File: config.mk
export PLATFORM = sky130hd
export DESIGN_NAME = unordered_min_priority_queue_unit
export DESIGN_NICKNAME = d
export VERILOG_FILES = /design/src/rtl/umpq_pkg.sv /design/src/rtl/umpq_ram.sv /design/src/rtl/umpq_seq.sv /design/src/rtl/umpq_dp.sv /design/src/rtl/unordered_min_priority_queue_unit.sv
export VERILOG_INCLUDE_DIRS = /design/src /design/src/rtl
export SDC_FILE = /design/constraint.sdc
export NUM_CORES = 2
export LEC_CHECK = 0
export BUFFER_PORTS_ARGS = -buffer_cell sky130_fd_sc_hd__buf_2
export CAP_MARGIN = 20
export CORE_MARGIN = 2
export CORE_UTILIZATION = 57
export DETAILED_ROUTE_END_ITERATION = 10
export GPL_TIMING_DRIVEN = 0
export PLACE_DENSITY = 0.73
export SLEW_MARGIN = 15
export SYNTH_ARGS = -nofsm -noshare
export SYNTH_HDL_FRONTEND = slang
export SYNTH_HIERARCHICAL = 1
export SYNTH_SLANG_ARGS = --single-unit
File: constraint.sdc
create_clock -name clk_i -period 7.2 [get_ports clk_i]
set_input_delay 1.44 -clock clk_i [delete_from_list [all_inputs] [get_ports clk_i]]
set_output_delay 1.44 -clock clk_i [all_outputs]
set_load 0.01 [all_outputs]
File: src/rtl/unordered_min_priority_queue_unit_macros.svh
// Assertion macros used by the queue datapath.
`ifndef UNORDERED_MIN_PRIORITY_QUEUE_UNIT_MACROS_SVH
`define UNORDERED_MIN_PRIORITY_QUEUE_UNIT_MACROS_SVH

`ifndef SYNTHESIS

// Clocked assertion that is disabled while reset is asserted.
`define UMPQ_ASSERT(lbl, clk, rstn, prop, msg) \
  lbl: assert property (@(posedge clk) disable iff (!rstn) (prop)) else $error(msg);

// Clocked assertion that also holds during reset.
`define UMPQ_ASSERT_ALWAYS(lbl, clk, prop, msg) \
  lbl: assert property (@(posedge clk) (prop)) else $error(msg);

`else

`define UMPQ_ASSERT(lbl, clk, rstn, prop, msg)

`define UMPQ_ASSERT_ALWAYS(lbl, clk, prop, msg)

`endif

`endif

File: src/rtl/umpq_pkg.sv
// Package with types, codes and the microcode table of the priority queue.
package umpq_pkg;

  // Store geometry.
  localparam int unsigned Depth   = 64;
  localparam int unsigned AddrW   = $clog2(Depth);
  localparam int unsigned CntW    = $clog2(Depth + 1);
  localparam int unsigned ValW    = 32;
  localparam int unsigned ReqW    = 3;
  localparam int unsigned StatusW = 2;
  localparam int unsigned CountW  = 7;

  typedef logic [ReqW-1:0]    req_t;
  typedef logic [StatusW-1:0] status_t;
  typedef logic [AddrW-1:0]   addr_t;
  typedef logic [CntW-1:0]    cnt_t;
  typedef logic [ValW-1:0]    val_t;

  // Request codes.
  localparam req_t ReqInsert    = 3'd0;
  localparam req_t ReqRemove    = 3'd1;
  localparam req_t ReqPeek      = 3'd2;
  localparam req_t ReqDeleteAll = 3'd3;
  localparam req_t ReqContains  = 3'd4;
  localparam req_t ReqClear     = 3'd5;

  // Status codes.
  localparam status_t StatusOk    = 2'd0;
  localparam status_t StatusEmpty = 2'd1;
  localparam status_t StatusFull  = 2'd2;

  // Microprogram addresses.
  typedef logic [3:0] upc_t;
  localparam upc_t UpcIdle     = 4'd0;
  localparam upc_t UpcDispatch = 4'd1;
  localparam upc_t UpcInsert   = 4'd2;
  localparam upc_t UpcClear    = 4'd3;
  localparam upc_t UpcMinChk   = 4'd4;
  localparam upc_t UpcMinScan  = 4'd5;
  localparam upc_t UpcMinLast  = 4'd6;
  localparam upc_t UpcMinMove  = 4'd7;
  localparam upc_t UpcDelScan  = 4'd8;
  localparam upc_t UpcDelEnd   = 4'd9;
  localparam upc_t UpcConScan  = 4'd10;
  localparam upc_t UpcResp     = 4'd11;

  // Datapath operations selected by a control word.
  typedef enum logic [3:0] {
    OpNone,
    OpAccept,
    OpInsert,
    OpClear,
    OpChkEmpty,
    OpScan,
    OpLastRd,
    OpMove,
    OpDelEnd,
    OpResp
  } op_e;

  // Jump conditions.
  typedef enum logic [2:0] {
    CondAlways,
    CondAccept,
    CondEmpty,
    CondScanDone,
    CondNotRemove,
    CondOutFree,
    CondDispatch
  } cond_e;

  // One control word: operation, jump condition, jump target and whether
  // the step repeats while the condition is false.
  typedef struct packed {
    op_e   op;
    cond_e cond;
    upc_t  target;
    logic  hold;
  } ucw_t;

  // Status flags the datapath hands to the sequencer.
  typedef struct packed {
    logic accept;
    logic empty;
    logic scan_done;
    logic is_remove;
    logic out_free;
    req_t req;
  } dp_flags_t;

  // Microcode table.
  function automatic ucw_t ucode_rom(upc_t pc);
    ucw_t w;
    case (pc)
      UpcIdle:     w = '{OpAccept,   CondAccept,    UpcDispatch, 1'b1};
      UpcDispatch: w = '{OpNone,     CondDispatch,  UpcResp,     1'b0};
      UpcInsert:   w = '{OpInsert,   CondAlways,    UpcResp,     1'b0};
      UpcClear:    w = '{OpClear,    CondAlways,    UpcResp,     1'b0};
      UpcMinChk:   w = '{OpChkEmpty, CondEmpty,     UpcResp,     1'b0};
      UpcMinScan:  w = '{OpScan,     CondScanDone,  UpcMinLast,  1'b1};
      UpcMinLast:  w = '{OpLastRd,   CondNotRemove, UpcResp,     1'b0};
      UpcMinMove:  w = '{OpMove,     CondAlways,    UpcResp,     1'b0};
      UpcDelScan:  w = '{OpScan,     CondScanDone,  UpcDelEnd,   1'b1};
      UpcDelEnd:   w = '{OpDelEnd,   CondAlways,    UpcResp,     1'b0};
      UpcConScan:  w = '{OpScan,     CondScanDone,  UpcResp,     1'b1};
      UpcResp:     w = '{OpResp,     CondOutFree,   UpcIdle,     1'b1};
      default:     w = '{OpNone,     CondAlways,    UpcIdle,     1'b0};
    endcase
    return w;
  endfunction

  // Entry point of the routine for each request code.
  function automatic upc_t dispatch_target(req_t req);
    upc_t t;
    case (req)
      ReqInsert:    t = UpcInsert;
      ReqRemove:    t = UpcMinChk;
      ReqPeek:      t = UpcMinChk;
      ReqDeleteAll: t = UpcDelScan;
      ReqContains:  t = UpcConScan;
      ReqClear:     t = UpcClear;
      default:      t = UpcResp;
    endcase
    return t;
  endfunction

endpackage

File: src/rtl/umpq_ram.sv
// Generic single-write, single-read RAM with registered read data.
module umpq_ram #(
  parameter int unsigned DataW = 32,
  parameter int unsigned Depth = 64,
  parameter int unsigned AddrW = $clog2(Depth)
) (
  input  logic             clk_i,
  input  logic             we_i,
  input  logic [AddrW-1:0] waddr_i,
  input  logic [DataW-1:0] wdata_i,
  input  logic [AddrW-1:0] raddr_i,
  output logic [DataW-1:0] rdata_o
);

  logic [DataW-1:0] mem [Depth];

  // Write port.
  always_ff @(posedge clk_i) begin
    if (we_i) begin
      mem[waddr_i] <= wdata_i;
    end
  end

  // Registered read port.
  always_ff @(posedge clk_i) begin
    rdata_o <= mem[raddr_i];
  end

endmodule

File: src/rtl/umpq_seq.sv
// Microcode sequencer: step counter, control table lookup and jump logic.
module umpq_seq (
  input  logic                 clk_i,
  input  logic                 rst_ni,
  input  umpq_pkg::dp_flags_t  flags_i,
  output umpq_pkg::ucw_t       ucw_o
);
  import umpq_pkg::*;

  upc_t pc_q, pc_d;
  ucw_t ucw;
  logic take;
  upc_t target;

  // Control word of the current step.
  always_comb begin
    ucw = ucode_rom(pc_q);
  end

  assign ucw_o = ucw;

  // Condition select and next step.
  always_comb begin
    case (ucw.cond)
      CondAlways:    take = 1'b1;
      CondAccept:    take = flags_i.accept;
      CondEmpty:     take = flags_i.empty;
      CondScanDone:  take = flags_i.scan_done;
      CondNotRemove: take = !flags_i.is_remove;
      CondOutFree:   take = flags_i.out_free;
      CondDispatch:  take = 1'b1;
      default:       take = 1'b1;
    endcase
    target = (ucw.cond == CondDispatch) ? dispatch_target(flags_i.req) : ucw.target;
    if (take) begin
      pc_d = target;
    end else if (ucw.hold) begin
      pc_d = pc_q;
    end else begin
      pc_d = pc_q + upc_t'(1);
    end
  end

  // Step counter.
  always_ff @(posedge clk_i or negedge rst_ni) begin
    if (!rst_ni) begin
      pc_q <= UpcIdle;
    end else begin
      pc_q <= pc_d;
    end
  end

endmodule

File: src/rtl/umpq_dp.sv
// Datapath: request registers, scan pointers, minimum tracker, entry RAM and result register.
`include "unordered_min_priority_queue_unit_macros.svh"

module umpq_dp (
  input  logic                              clk_i,
  input  logic                              rst_ni,
  input  umpq_pkg::ucw_t                    ucw_i,
  output umpq_pkg::dp_flags_t               flags_o,
  input  logic                              in_valid_i,
  output logic                              in_stall_o,
  input  logic [umpq_pkg::ReqW-1:0]         req_type_i,
  input  logic signed [umpq_pkg::ValW-1:0]  value_i,
  output logic                              out_valid_o,
  input  logic                              out_stall_i,
  output logic signed [umpq_pkg::ValW-1:0]  result_value_o,
  output logic                              hit_o,
  output logic [umpq_pkg::StatusW-1:0]      status_o,
  output logic [umpq_pkg::CountW-1:0]       count_o
);
  import umpq_pkg::*;

  localparam int unsigned CntExtW = CntW + CountW;

  // Control state.
  cnt_t    count_q, count_d;
  cnt_t    ptr_q, ptr_d;
  cnt_t    kept_q, kept_d;
  logic    rd_vld_q, rd_vld_d;
  logic    have_best_q, have_best_d;
  logic    hit_q, hit_d;
  status_t status_q, status_d;
  req_t    req_q, req_d;
  logic    out_valid_q, out_valid_d;

  // Payload registers.
  val_t    val_q, val_d;
  val_t    best_q, best_d;
  addr_t   best_slot_q, best_slot_d;
  addr_t   rd_slot_q, rd_slot_d;
  val_t    out_value_q, out_value_d;
  logic    out_hit_q, out_hit_d;
  status_t out_status_q, out_status_d;
  logic [CountW-1:0] out_count_q, out_count_d;

  // RAM ports.
  logic    we;
  addr_t   waddr;
  val_t    wdata;
  addr_t   raddr;
  val_t    rdata;

  logic    accept;
  logic    out_free;
  logic    issue;
  logic    is_min_req;
  cnt_t    last_idx;
  logic [CntExtW-1:0] count_ext;

  umpq_ram #(
    .DataW (ValW),
    .Depth (Depth),
    .AddrW (AddrW)
  ) u_ram (
    .clk_i   (clk_i),
    .we_i    (we),
    .waddr_i (waddr),
    .wdata_i (wdata),
    .raddr_i (raddr),
    .rdata_o (rdata)
  );

  // Handshake helpers.
  assign in_stall_o = (ucw_i.op != OpAccept);
  assign accept     = in_valid_i && (ucw_i.op == OpAccept);
  assign out_free   = !out_valid_q || !out_stall_i;
  assign issue      = (ptr_q < count_q);
  assign last_idx   = count_q - cnt_t'(1);
  assign is_min_req = (req_q == ReqRemove) || (req_q == ReqPeek);
  assign count_ext  = CntExtW'(count_q);

  // Flags for the sequencer.
  always_comb begin
    flags_o.accept    = accept;
    flags_o.empty     = (count_q == '0);
    flags_o.scan_done = (ptr_q == count_q) && !rd_vld_q;
    flags_o.is_remove = (req_q == ReqRemove);
    flags_o.out_free  = out_free;
    flags_o.req       = req_q;
  end

  // Operation decode and scan processing.
  always_comb begin
    count_d      = count_q;
    ptr_d        = ptr_q;
    kept_d       = kept_q;
    rd_vld_d     = 1'b0;
    have_best_d  = have_best_q;
    hit_d        = hit_q;
    status_d     = status_q;
    req_d        = req_q;
    val_d        = val_q;
    best_d       = best_q;
    best_slot_d  = best_slot_q;
    rd_slot_d    = rd_slot_q;
    out_valid_d  = out_valid_q && out_stall_i;
    out_value_d  = out_value_q;
    out_hit_d    = out_hit_q;
    out_status_d = out_status_q;
    out_count_d  = out_count_q;
    we           = 1'b0;
    waddr        = kept_q[AddrW-1:0];
    wdata        = rdata;
    raddr        = ptr_q[AddrW-1:0];

    case (ucw_i.op)
      OpAccept: begin
        if (accept) begin
          req_d       = req_type_i;
          val_d       = value_i;
          ptr_d       = '0;
          kept_d      = '0;
          hit_d       = 1'b0;
          status_d    = StatusOk;
          have_best_d = 1'b0;
        end
      end
      OpInsert: begin
        if (count_q < cnt_t'(Depth)) begin
          we      = 1'b1;
          waddr   = count_q[AddrW-1:0];
          wdata   = val_q;
          count_d = count_q + cnt_t'(1);
          hit_d   = 1'b1;
        end else begin
          status_d = StatusFull;
        end
      end
      OpClear: begin
        count_d = '0;
      end
      OpChkEmpty: begin
        if (count_q == '0) begin
          status_d = StatusEmpty;
        end
      end
      OpScan: begin
        raddr     = ptr_q[AddrW-1:0];
        rd_vld_d  = issue;
        rd_slot_d = ptr_q[AddrW-1:0];
        ptr_d     = ptr_q + cnt_t'(issue);
      end
      OpLastRd: begin
        raddr = last_idx[AddrW-1:0];
      end
      OpMove: begin
        we      = 1'b1;
        waddr   = best_slot_q;
        wdata   = rdata;
        count_d = last_idx;
      end
      OpDelEnd: begin
        count_d = kept_q;
      end
      OpResp: begin
        if (out_free) begin
          out_valid_d  = 1'b1;
          out_value_d  = (is_min_req && (status_q == StatusOk)) ? best_q : '0;
          out_hit_d    = hit_q;
          out_status_d = status_q;
          out_count_d  = count_ext[CountW-1:0];
        end
      end
      default: begin
      end
    endcase

    // Entry read by a scan step in the previous cycle arrives here.
    if (rd_vld_q) begin
      case (req_q)
        ReqRemove, ReqPeek: begin
          if (!have_best_q || ($signed(rdata) < $signed(best_q))) begin
            best_d      = rdata;
            best_slot_d = rd_slot_q;
            have_best_d = 1'b1;
          end
        end
        ReqDeleteAll: begin
          // Survivors are packed down behind the read pointer.
          if (rdata != val_q) begin
            we     = 1'b1;
            waddr  = kept_q[AddrW-1:0];
            wdata  = rdata;
            kept_d = kept_q + cnt_t'(1);
          end else begin
            hit_d = 1'b1;
          end
        end
        ReqContains: begin
          if (rdata == val_q) begin
            hit_d = 1'b1;
          end
        end
        default: begin
        end
      endcase
    end
  end

  // Control registers.
  always_ff @(posedge clk_i or negedge rst_ni) begin
    if (!rst_ni) begin
      count_q     <= '0;
      ptr_q       <= '0;
      kept_q      <= '0;
      rd_vld_q    <= 1'b0;
      have_best_q <= 1'b0;
      hit_q       <= 1'b0;
      status_q    <= StatusOk;
      req_q       <= ReqInsert;
      out_valid_q <= 1'b0;
    end else begin
      count_q     <= count_d;
      ptr_q       <= ptr_d;
      kept_q      <= kept_d;
      rd_vld_q    <= rd_vld_d;
      have_best_q <= have_best_d;
      hit_q       <= hit_d;
      status_q    <= status_d;
      req_q       <= req_d;
      out_valid_q <= out_valid_d;
    end
  end

  // Payload registers.
  always_ff @(posedge clk_i) begin
    val_q        <= val_d;
    best_q       <= best_d;
    best_slot_q  <= best_slot_d;
    rd_slot_q    <= rd_slot_d;
    out_value_q  <= out_value_d;
    out_hit_q    <= out_hit_d;
    out_status_q <= out_status_d;
    out_count_q  <= out_count_d;
  end

  assign out_valid_o    = out_valid_q;
  assign result_value_o = out_value_q;
  assign hit_o          = out_hit_q;
  assign status_o       = out_status_q;
  assign count_o        = out_count_q;

  // Checks on the datapath.
  `UMPQ_ASSERT(a_count_bound, clk_i, rst_ni, count_q <= cnt_t'(Depth), "entry count above depth")
  `UMPQ_ASSERT(a_kept_behind, clk_i, rst_ni, kept_q <= ptr_q, "compaction overtook the read pointer")
  `UMPQ_ASSERT(a_rd_from_scan, clk_i, rst_ni, rd_vld_q |-> $past(ucw_i.op == OpScan), "read data flagged outside a scan")
  `UMPQ_ASSERT(a_move_nonempty, clk_i, rst_ni, (ucw_i.op == OpMove) |-> (have_best_q && (count_q != '0)), "move step without a minimum")

endmodule

File: src/rtl/unordered_min_priority_queue_unit.sv
// Top level of the unsorted-store minimum priority queue.
//
//   Channel  Direction  Handshake                 Payload
//   in       input      in_valid_i / in_stall_o   req_type_i, value_i
//   out      output     out_valid_o / out_stall_i result_value_o, hit_o, status_o, count_o
//
// Insert and clear run their operation step between dispatch and the response step; unused
// codes go from dispatch straight to the response step. Scans read one entry per cycle
// through the single RAM read port; remove and peek first check for an empty queue and
// skip the scan on an empty one.
// Reset clears the entry count and the control registers; the RAM is never swept.
// A new request is taken only at the idle step; a finished result waits in the output
// register while out_stall_i is high, and the next request may be taken meanwhile.
module unordered_min_priority_queue_unit (
  input  logic                              clk_i,
  input  logic                              rst_ni,
  input  logic                              in_valid_i,
  output logic                              in_stall_o,
  input  logic [umpq_pkg::ReqW-1:0]         req_type_i,
  input  logic signed [umpq_pkg::ValW-1:0]  value_i,
  output logic                              out_valid_o,
  input  logic                              out_stall_i,
  output logic signed [umpq_pkg::ValW-1:0]  result_value_o,
  output logic                              hit_o,
  output logic [umpq_pkg::StatusW-1:0]      status_o,
  output logic [umpq_pkg::CountW-1:0]       count_o
);
  import umpq_pkg::*;

  ucw_t      ucw;
  dp_flags_t flags;

  umpq_seq u_seq (
    .clk_i   (clk_i),
    .rst_ni  (rst_ni),
    .flags_i (flags),
    .ucw_o   (ucw)
  );

  umpq_dp u_dp (
    .clk_i          (clk_i),
    .rst_ni         (rst_ni),
    .ucw_i          (ucw),
    .flags_o        (flags),
    .in_valid_i     (in_valid_i),
    .in_stall_o     (in_stall_o),
    .req_type_i     (req_type_i),
    .value_i        (value_i),
    .out_valid_o    (out_valid_o),
    .out_stall_i    (out_stall_i),
    .result_value_o (result_value_o),
    .hit_o          (hit_o),
    .status_o       (status_o),
    .count_o        (count_o)
  );

endmodule
==> metrics.md <==
| Metric | Value |
|---|---|
| Status | finished, final reports clean |
| CP Data Arrival Time | approximately 7500 ps |
| Skew final | between 40 and 50 ps |
| Synth warnings | 6 |
| Antenna-violating nets left | 0 |
| R2R Path End | u_dp/u_ram/rdata_o[11] |
| # setup viols final | 0 |
| Fmax | between 100 and 150 MHz |
| Final worst slack | just under 300 ps |
| First-pass GRT wire length | around 350000 microns |
| Starting density of the core | a little under three fifths |
| Sequential Power Share | ~44% |
| Hold Crit Class | register to register |
| H-tree depth | 4 |
| Fin crit share | between 90% and 100% |
| Internal Pwr Total | around 27 mW |
| Syn Area/Cell | ~22 sq um |
| Site Rows | approximately 140 |
| Synth-to-layout area growth | 14.70% |
| RePlAce Congestion | about 0.9 |
| Worst slew margin | roughly 17% |
| DP Worst Slack | just under 700 ps |
| TritonCTS clock tree | yes |
| Clk_lat worst skew | 850 ps |
| Worst R2R Setup Slack | 290 ps |
| Lkg Pwr | 31.21 nW |
| Clk network pwr share | around 27% |
| CP max FO | 10 |
| Final instance area | between 90000 and 100000 sq um |
| MaxCap Viol Count | 0 |
| Mapped Cells | 4034 |
| CP Class | register to register |
| GRT overflow | 0 |
| Initial DRC count | around 8600 |
| DIE AREA | approximately 160000 sq um |
| Vias per inst | roughly 7.0 |
| # DRC | 0 |
| Setup_tns | 0 ps |
| Die Wd | between 300 and 400 microns |
| Finished Layout Cells | between 6000 and 7000 |
| Placement-stage cell area | 92880 sq um |
| Post-synthesis instance area | 86910 sq um |
| CP startpoint kind | register |
| RSZ-0062 raised after global routing | false |
| Seq. cell area | around 67000 sq um |
| Syn nets | a little over 4000 |
| PostCTS Resize Cnt | 0 |
| Final Hold Viols | 0 |
| GR Util All Layers | roughly 33% |
| Worst setup path start | u_seq/pc_q[1] |
| Post-DP HPWL | about 160000 microns |
| Port Buffer Count | slightly above 80 |
| Total wire length | 258100 microns |
| Min Clock Period, post-route | 6906 ps |
| Root Buffer | clkbuf_16 |
| NumNets Final | ~4500 |
| Total vias in the final route | 46810 |
| Crit. End Element | register |
| I/O pin cnt | a little over 80 |
| Sw Ratio | ~33% |
| Antenna violations before repair | 17 |
| Clk sinks | between 2000 and 2500 |
| Routed length per placed instance | slightly below 40 microns |
| Slew Limit Fails | 0 |
| Largest net degree at the start of global routing | 65 |
| CTS Hold Bufs | 0 |
| Worst VDD drop | ~0.00052 V |
| Setup Buffers After CTS | 0 |
| Area of the multi-input gates | roughly 20000 sq um |
| Worst setup path endpoint | u_dp/u_ram/rdata_o[11] |
| Fill cells | approximately 9500 |
| Crit Reg-Reg Startpoint | u_seq/pc_q[1] |
| Hold WS | roughly 420 ps |
| Comb power frac | about 29% |
| Die height | 394.5 microns |
| R2r worst-path depth | 17 |
| Reg clk slew, reported paths | about 60 ps |
| Number of global-route vias before repair | ~45000 |
| Pwr Total | roughly 40 mW |
| Fin util | between 60% and 70% |
| Layout cell share with drive strength beyond 1 | between 20 and 30% |
| Worst Tran Pin Value | around 1200 ps |
| TritonCTS Buffers | 207 |
| Max clock buf depth | 3 |
| DRT Pass-1 Iters | 5 |
| CP required | between 7000 and 8000 ps |
| Core region area | around 150000 sq um |
| Switch Pwr | 13.25 mW |
| Cells after DPL | roughly 6300 |
| Power Dens Cells | around 400 nW/um^2 |
cells in the final DEF (no fill, tap or decap), types with 8 or more instances in the layout:
master     count
buf_1         22
and3_1         9
a22oi_1       18
mux4_2       544
and2_1        36
a31oi_1        8
nor2_1       110
buf_16        34
clkinv_2      35
o21ai_0       11
bufinv_16     17
nor2_4        62
buf_4         41
o221ai_1      27
nand2_1       76
dfrtp_1       34
mux2i_1      108
nand3_1       21
o21ai_1       25
nor3_1        11
nand2b_1      16
edfxtp_1    2166
o22ai_1       86
buf_6         23
mux2_4        31
inv_1         46
clkbuf_16    211
clkbuf_8      12
clkbuf_1     124
dfxtp_1       32
a21oi_1       96
buf_2        141
nand4_1       20
ha_1          51
nor2b_1       24
a311oi_1       9
xnor2_1       39
buf_12        66
clkinv_1      51
flip-flops by register name, indices dropped and copies added, names as in the netlist, 2 cells and up:
name,count
u_dp/best_q,32
u_dp/best_slot_q,6
u_dp/count_o,7
u_dp/count_q,7
u_dp/kept_q,7
u_dp/ptr_q,7
u_dp/rd_slot_q,6
u_dp/req_q,3
u_dp/result_value_o,32
u_dp/status_o,2
u_dp/status_q,2
u_dp/u_ram/mem,2048
u_dp/u_ram/rdata_o,32
u_dp/val_q,32
u_seq/pc_q,4
worst max-delay path, cell delays in order (launching register included):
cell	delay (ps)
dfrtp_1	470
inv_1	190
ha_1	190
buf_6	140
and2b_1	190
o21ai_0	160
o21ai_0	240
nor2b_1	260
and2_1	220
clkbuf_1	340
nor2_1	70
a21oi_1	820
buf_2	470
buf_2	440
clkbuf_1	900
mux4_2	520
o22ai_1	730
nor2_1	320
power by group through the flow:
stage | Combinational, mW | Clock, mW | Sequential [mW]
2_1_floorplan | 6.54 | 0 | 17.5
3_3_place_gp | 10.7 | 0 | 17.7
3_5_place_dp | 11.2 | 0 | 17.7
4_1_cts | 11.3 | 10.9 | 17.4
5_1_grt | 12.0 | 11.4 | 17.5
6_report | 11.7 | 10.9 | 17.5
final cells by class:
class                      instances  area share, %
tap                             2030          2.548
inverter                          53         0.1996
sequential                      2232          66.74
clock buffer                     268          5.632
multi-input combinational       1546          19.71
timing repair buffer             214          3.011
clock inverter                   120          1.101
antenna                            6        0.01506
buffer                           203          1.035
routing by layer:
| metal | up-vias | global-route usage (%) | routed length (microns) |
|---|---|---|---|
| met2 | 4099 | 50.35 | 117300 |
| met5 | - | 0 | 89 |
| li1 | 17720 | - | - |
| met1 | 24200 | 44.06 | 84910 |
| met3 | 777 | 9.542 | 37770 |
| met4 | 16 | 18.91 | 18010 |
worst min path at each step:
| stage | cells past startpoint | to | slack (ps) | from |
|---|---|---|---|---|
| detailed placement | 0 | u_dp/best_slot_q[0] | 410 | u_dp/rd_slot_q[0] |
| global route | 0 | u_dp/best_slot_q[4] | 440 | u_dp/rd_slot_q[4] |
| global placement | 0 | u_dp/best_slot_q[4] | 410 | u_dp/rd_slot_q[4] |
| CTS | 0 | u_dp/best_slot_q[4] | 420 | u_dp/rd_slot_q[4] |
| finish | 0 | u_dp/best_slot_q[4] | 420 | u_dp/rd_slot_q[4] |
| floorplan | 0 | u_dp/best_slot_q[0] | 400 | u_dp/rd_slot_q[0] |
(Power assumes the default switching activity.)
